## config.mk

```make
export PLATFORM = sky130hd
export DESIGN_NAME = olkd_cell
export DESIGN_NICKNAME = d
export VERILOG_FILES = /design/src/sv/olkd_pkg.sv /design/src/sv/olkd_cell.sv
export SDC_FILE = /design/constraint.sdc
export NUM_CORES = 1
export LEC_CHECK = 0
export BUFFER_PORTS_ARGS = -buffer_cell sky130_fd_sc_hd__clkbuf_2
export CORE_MARGIN = 4
export CORE_UTILIZATION = 36
export DETAILED_ROUTE_END_ITERATION = 8
export GPL_TIMING_DRIVEN = 1
export MAX_ROUTING_LAYER = met4
export PLACE_DENSITY = 0.76
export RECOVER_POWER = 25
export SETUP_SLACK_MARGIN = 0.15
export SYNTH_ARGS = -nofsm -noshare
export SYNTH_HDL_FRONTEND = slang
export SYNTH_SLANG_ARGS = --single-unit
```

## constraint.sdc

```tcl
create_clock -name clk -period 3.2 [get_ports clk]
set_input_delay 0.32 -clock clk [delete_from_list [all_inputs] [get_ports clk]]
set_output_delay 0.32 -clock clk [all_outputs]
set_load 0.1 [all_outputs]
```

## src/sv/olkd_pkg.sv

```systemverilog
`timescale 1ns / 1ps
`default_nettype none

package olkd_pkg;

  localparam int DefCapacity = 64;
  localparam int KeyW        = 32;

  typedef enum logic [2:0] {
    OP_INSERT    = 3'd0,
    OP_DEL_KEY   = 3'd1,
    OP_DEL_FIRST = 3'd2,
    OP_DEL_LAST  = 3'd3,
    OP_DRAIN     = 3'd4
  } olkd_op_t;

  typedef enum logic [2:0] {
    ST_DONE      = 3'd0,
    ST_FULL      = 3'd1,
    ST_NOT_FOUND = 3'd2,
    ST_EMPTY     = 3'd3,
    ST_DRAINED   = 3'd4
  } olkd_status_t;

  typedef enum logic [2:0] {
    CMD_HOLD      = 3'd0,
    CMD_PUSH      = 3'd1,
    CMD_POP_FRONT = 3'd2,
    CMD_DEL_MATCH = 3'd3,
    CMD_TRIM      = 3'd4
  } olkd_cmd_t;

  typedef struct packed {
    olkd_cmd_t         cmd;
    logic [KeyW-1:0]   search_key;
  } olkd_ctrl_t;

endpackage

`default_nettype wire

```

## src/sv/olkd_cell.sv

```systemverilog
`timescale 1ns / 1ps
`default_nettype none

module olkd_cell (
  input  wire logic                      clk,
  input  wire logic                      rst_n,
  input  wire olkd_pkg::olkd_ctrl_t      ctrl,
  input  wire logic [olkd_pkg::KeyW-1:0] left_key,
  input  wire logic                      left_valid,
  input  wire logic [olkd_pkg::KeyW-1:0] right_key,
  input  wire logic                      right_valid,
  input  wire logic                      found_in,
  output logic [olkd_pkg::KeyW-1:0]      key,
  output logic                           valid,
  output logic                           found_out
);
  import olkd_pkg::*;

  logic [KeyW-1:0] key_r;
  logic [KeyW-1:0] key_nxt;
  logic            valid_r;
  logic            valid_nxt;
  logic            hit;

  always_comb begin
    hit       = valid_r && (key_r == ctrl.search_key);
    found_out = found_in || hit;
    key_nxt   = key_r;
    valid_nxt = valid_r;
    case (ctrl.cmd)
      CMD_PUSH: begin
        key_nxt   = left_key;
        valid_nxt = left_valid;
      end
      CMD_POP_FRONT: begin
        key_nxt   = right_key;
        valid_nxt = right_valid;
      end
      CMD_DEL_MATCH: begin
        if (found_out) begin
          key_nxt   = right_key;
          valid_nxt = right_valid;
        end
      end
      CMD_TRIM: begin
        valid_nxt = right_valid;
      end
      default: begin
      end
    endcase
  end

  always_ff @(posedge clk) begin
    if (!rst_n) begin
      valid_r <= 1'b0;
    end else begin
      valid_r <= valid_nxt;
    end
  end

  always_ff @(posedge clk) begin
    key_r <= key_nxt;
  end

  assign key   = key_r;
  assign valid = valid_r;

endmodule

`default_nettype wire

```

==> flow_metrics.tcl, run 1 <==
set metrics [dict create \
    critPathBufInv 1 \
    grt_max_degree 24 \
    fin_cells 341 \
    hold_viol 0 \
    die_h_um 79.1 \
    antenna_left 0 \
    crit_arrival_ns 2.57 \
    setup_violations 0 \
    core_um2 4820 \
    grt_pass1_wl_um 7490 \
    remaining_drc_errors 0 \
    syn-cell-area_um2 1820 \
    grt_pass1_vias 1632 \
    fmax_mhz 346 \
    io_buffers 137 \
    avgRoutedWirePerCell_um 14.7 \
    tritoncts "yes" \
    root_buffer "clkbuf_8" \
    clkSlewWorstSetupHoldPaths_ns 0.07 \
    place_hpwl_um 4190 \
    ir_drop_mv 0.309 \
    clock_latency_ns 0.29 \
    p_sw_frac 0.419 \
    die-area_um2 6260 \
    worstSetupStartpointType "flop" \
    path_cells "xor2_1 > nor4_1 > nand4_1 > or4_4 > or2b_1 > buf_2" \
    path_depth 6 \
    cpPeakStageDelay_ns 0.56 \
    finalMaxSlewViolations 0 \
    design_area_um2 2670 \
    p_clk_frac 0.215 \
    slew_headroom 0.205 \
    hold_class "in -> reg" \
    diodes 0 \
    postCtsSetupBuffers 0 \
    switchingPower_mw 0.579 \
    slowest_stage "or4_4" \
    reg2reg_depth 6 \
    synth_cells 131 \
    drive_above_1_share 0.573 \
    placed_cell_area_um2 2620 \
    end_kind "primary output" \
    antenna_found_initial 0 \
    synth-seq-area-share 0.539 \
    io_pins 138 \
    syn_area_per_cell_um2 13.9 \
    fillerInstances 435 \
    cts-buffers-inserted 5 \
    cellInternalPower_mw 0.802 \
    vias 1588 \
    synth_fp_nets 235 \
    ys_ff_latch 33 \
    startpoint "key[23]$_DFFE_PP_" \
    regToRegStartpoint "key[23]$_DFFE_PP_" \
    synthToLayoutAreaGrowth_pct 46.7 \
    criticalPathCategory "reg -> out" \
    crit_end "found_out" \
    ys.warnings.count 0 \
    drtIter0Drc 54 \
    finalCriticalPeriod_ns 2.89 \
    place.gp.congestion 0.792 \
    power_density_nw_per_um2 517 \
    overflow 0 \
    reg2reg_to "key[24]$_DFFE_PP_" \
    place_inst 334 \
    pwr-share-seq 0.403 \
    combinationalPowerShare 0.382 \
    clock-skew-final_ns 0.00376 \
    cts.sinks 33 \
    rows 25 \
    p_leak_nw 1.18 \
    fin_nets 378 \
    start_util 0.378 \
    synthDistinctLibCells 23 \
    die_width_um 79.1 \
    grt_setup_unrepaired "false" \
    path_max_fanout 3 \
    grt_usage 0.163 \
    status "completed" \
    min_from "right_key[7]" \
    routed_wl_um 5000 \
    maxCapViolCount 0 \
    h-tree-depth 2 \
    rrSetupSlack_ns 0.58 \
    critPathRequiredTime_ns 2.88 \
    cp_top_family "simple AND/OR/NAND/NOR gates" \
    dr.pass1.iters 4 \
    via_per_inst 4.66 \
    clock_path_buffers 2 \
    final_util 0.555 \
    worst_slew_pin_slew_ns 1.20 \
    fin_crit_sh 0.904 \
]
## placed cells by master, fill, tap and decap left out, drive strengths merged, types with 2 or more instances in the layout
cell type and n:
clkbuf 141, mux2 32, edfxtp 32, xor2 27, nor2 6, xnor2 6
nor4 5, buf 4, nand3 3, nand4 2
## how the worst min path moves through the flow
stage                         endpoint  slack [ns]  depth (start not counted)
floorplan            key[23]$_DFFE_PP_        0.54                          1
global placement    valid$_SDFFE_PN0P_        0.62                          3
detailed placement  valid$_SDFFE_PN0P_        0.62                          3
CTS                   key[7]$_DFFE_PP_        0.33                          2
global route         key[31]$_DFFE_PP_        0.33                          2
finish                key[7]$_DFFE_PP_        0.34                          2
## per-stage QoR
| stage | TNS (ns) | hold slack [ns] | setup slack, ns | power (mW) |
|---|---|---|---|---|
| finish | 0 | 0.335 | 0.306 | 1.38 |
| global route | 0 | 0.325 | 0.173 | 1.44 |
| floorplan | -5.83 | 0.540 | -0.182 | 0.968 |
| detailed placement | 0 | 0.619 | 0.565 | 1.10 |
| CTS | 0 | 0.326 | 0.261 | 1.40 |
| global placement | 0 | 0.615 | 0.585 | 1.10 |
## power groups by stage
stage	clock network, mW	registers, mW	logic (mW)
floorplan	0	0.864	0.104
global placement	0	0.564	0.532
detailed placement	0	0.565	0.537
CTS	0.309	0.557	0.539
global route	0.328	0.562	0.549
finish	0.297	0.556	0.527
## worst reg2reg max path, delay by kind of cell, from the launching register on
family	cells	cell delay [ns]
AND/OR/NAND/NOR	3	1.12
flip-flops	1	0.42
buffers and inverters	1	0.35
XOR/XNOR	1	0.16
AO/OA/AOI/OAI	1	0.24
## sequential cells by signal, summed over array words and instances (netlist names)
| name | count |
|---|---|
| key | 32 |
| valid | 1 |
## Yosys cell counts
library cell | instances | share of area
or4_4 | 1 | 0.0062
o21ai_0 | 1 | 0.0027
xnor2_1 | 6 | 0.029
a221oi_1 | 1 | 0.0048
nand2_1 | 1 | 0.0021
a21o_2 | 1 | 0.0048
a21oi_1 | 1 | 0.0027
nor4_1 | 5 | 0.017
nand3_1 | 3 | 0.0082
nor3_1 | 1 | 0.0027
or2b_1 | 1 | 0.0041
clkbuf_1 | 4 | 0.0082
edfxtp_1 | 32 | 0.53
nand4_1 | 2 | 0.0069
nor2_1 | 6 | 0.012
a311oi_2 | 1 | 0.0082
nand2b_1 | 1 | 0.0034
a21boi_0 | 1 | 0.0041
inv_1 | 1 | 0.0021
xor2_1 | 27 | 0.13
mux2_2 | 32 | 0.20
nor2b_1 | 1 | 0.0034
dfxtp_1 | 1 | 0.011
## kinds of logic (layout without fill, tap and decap cells)
logic type,Yosys count,in the layout,share of synthesized area
XOR/XNOR,33,33,0.159
flip-flops,33,33,0.539
multiplexers,32,32,0.198
AND/OR/NAND/NOR,22,22,0.0667
AO/OA/AOI/OAI,6,6,0.0275
buffers and inverters,5,148,0.0103
## metal layers
metal | wire length (µm) | up-vias | GRT usage
met5 | 0 | - | -
met3 | 463 | 8 | 0.0499
li1 | - | 768 | -
met1 | 1830 | 723 | 0.181
met2 | 2640 | 89 | 0.279
met4 | 68 | 0 | 0.0550
## area by class of cell
cell class | instances | area [µm²] | share of cell area
sequential | 33 | 981 | 0.367
clock buffer | 5 | 68.8 | 0.0258
timing repair buffer | 140 | 691 | 0.259
clock inverter | 2 | 11.3 | 0.00422
inverter | 1 | 3.75 | 0.00141
multi-input combinational | 93 | 832 | 0.311
tap | 67 | 83.8 | 0.0314
## timing repair
| action | CTS | global route |
|---|---|---|
| gates resized for setup | 0 | 1 |
| setup endpoints to repair | 0 | 1 |
| hold buffers | 0 | 0 |
No activity file was read; power rests on OpenSTA's default activity.
==> inputs of run 2 (changes only) <==
==> constraint.sdc (replaced) <==
create_clock -name clk -period 3.2 [get_ports clk]
set_input_delay 0.48 -clock clk [delete_from_list [all_inputs] [get_ports clk]]
set_output_delay 0.48 -clock clk [all_outputs]
set_load 0.1 [all_outputs]
==> run 2 against run 1 <==
Net effect:
- cell area increased by 1.7%
- critical path depth unchanged
- sequential power about the same
- via count decreased by 3.5%
- first-iteration DRC count increased by 15%
- sequential share of layout area decreased by 0.61 points
- count of clock-buffer cells in the layout unchanged
- cell count increased by 0.29%
==> flow_metrics.tcl, run 2 (synthesis results as in run 1) <==
set metrics [dict create \
    met2_usage 0.278 \
    drtIter0Drc 62 \
    slew_headroom 0.210 \
    die_width_um 79.1 \
    final_cell_mix "clkbuf_2, mux2_2, edfxtp_1" \
    fmax_mhz 343 \
    maxCapViolCount 0 \
    fillerInstances 425 \
    antenna_found_initial 0 \
    place.gp.congestion 0.759 \
    clock_path_buffers 2 \
    h-tree-depth 2 \
    io_pins 138 \
    ir_drop_mv 0.262 \
    core_um2 4820 \
    critPathRequiredTime_ns 2.72 \
    clkSlewWorstSetupHoldPaths_ns 0.07 \
    overflow 0 \
    place_ws_ns 0.460 \
    p_leak_nw 1.20 \
    antenna_left 0 \
    avgRoutedWirePerCell_um 14.3 \
    io_buffers 137 \
    rows 25 \
    final_common_cell "clkbuf_2" \
    routed_wl_um 4880 \
    synthToLayoutAreaGrowth_pct 49.2 \
    clock-skew-final_ns 0.00952 \
    power_density_nw_per_um2 542 \
    cts.repair.resized 0 \
    via_per_inst 4.48 \
    hold_class "in -> reg" \
    die-area_um2 6260 \
    start_util 0.378 \
    drive_above_1_share 0.575 \
    status "completed" \
    vias 1533 \
    setup_ws_ns 0.284 \
    fin_nets 378 \
    diodes 0 \
    grt_pass1_wl_um 7440 \
    cts.sinks 33 \
    postCtsSetupBuffers 0 \
    dr.pass1.iters 2 \
    grt_pass1_vias 1612 \
    use_met3 0.0420 \
    worstSetupStartpointType "flop" \
    finalCriticalPeriod_ns 2.92 \
    fin_crit_sh 0.911 \
    end_kind "primary output" \
    grt_usage 0.161 \
    criticalPathCategory "reg -> out" \
    crit_arrival_ns 2.44 \
    largest_reg_flops 32 \
    grt_busiest_layer "met2" \
    die_h_um 79.1 \
    root_buffer "clkbuf_8" \
    hold_viol 0 \
    cts-buffers-inserted 5 \
    place_hpwl_um 4110 \
    clock_latency_ns 0.28 \
    finalMaxSlewViolations 0 \
    tritoncts "yes" \
    met1_usage 0.192 \
    remaining_drc_errors 0 \
    setup_violations 0 \
    worst_slew_pin_slew_ns 1.19 \
    grt_setup_unrepaired "false" \
    path_max_fanout 3 \
    hold_buffers 0 \
    grt_max_degree 22 \
    total_power_mw 1.47 \
]
[run 2: cell count changes in the layout (fill, tap and decap cells not counted)]
cell / before / now
buf_12: 1 / 2
buf_2: 1 / 0
bufinv_16: 0 / 1
[run 2: layer usage]
layer | part of all wire | wire length (µm)
met5 | 0 | 0
met3 | 0.087 | 427
met4 | 0.0039 | 19
met2 | 0.51 | 2490
met1 | 0.40 | 1940
[run 2: final timing paths]
kind,to,start,slack [ns],cells past startpoint
setup / recovery,found_out,key[24]$_DFFE_PP_,0.28,6
hold / removal,key[20]$_DFFE_PP_,left_key[20],0.50,2
setup reg to reg,key[14]$_DFFE_PP_,key[24]$_DFFE_PP_,0.57,6
hold reg to reg,valid$_SDFFE_PN0P_,valid$_SDFFE_PN0P_,0.63,3
[run 2: area by class of cell]
type	instances	area [µm²]	share of cell area
inverter	1	3.75	0.00138
timing repair buffer	140	706	0.260
tap	67	83.8	0.0309
multi-input combinational	93	832	0.306
clock buffer	5	68.8	0.0253
sequential	33	981	0.361
clock inverter	3	41.3	0.0152
[run 2: worst max-delay path: stages (launching register included)]
cell and delay, ns:
edfxtp_1 0.43, xor2_1 0.17, nor4_1 0.41, nand3_1 0.16
or4_4 0.59, or2b_1 0.22, buf_12 0.18
[run 2: stage by stage]
stage               setup TNS [ns]  instances   util  instance area (µm²)  hold WS, ns
floorplan                    -5.88        131      -                 1830        0.700
global placement                 0        334  0.547                 2640        0.614
detailed placement               0        334  0.547                 2640        0.620
CTS                              0        342  0.570                 2750        0.490
global route                     0        342  0.564                 2720        0.484
finish                           0        342  0.564                 2720        0.499
[run 2: power breakdown]
group / internal (mW) / switching, mW
clock network: 0.229 / 0.157
registers: 0.527 / 0.0300
logic: 0.131 / 0.398
total: 0.887 / 0.585
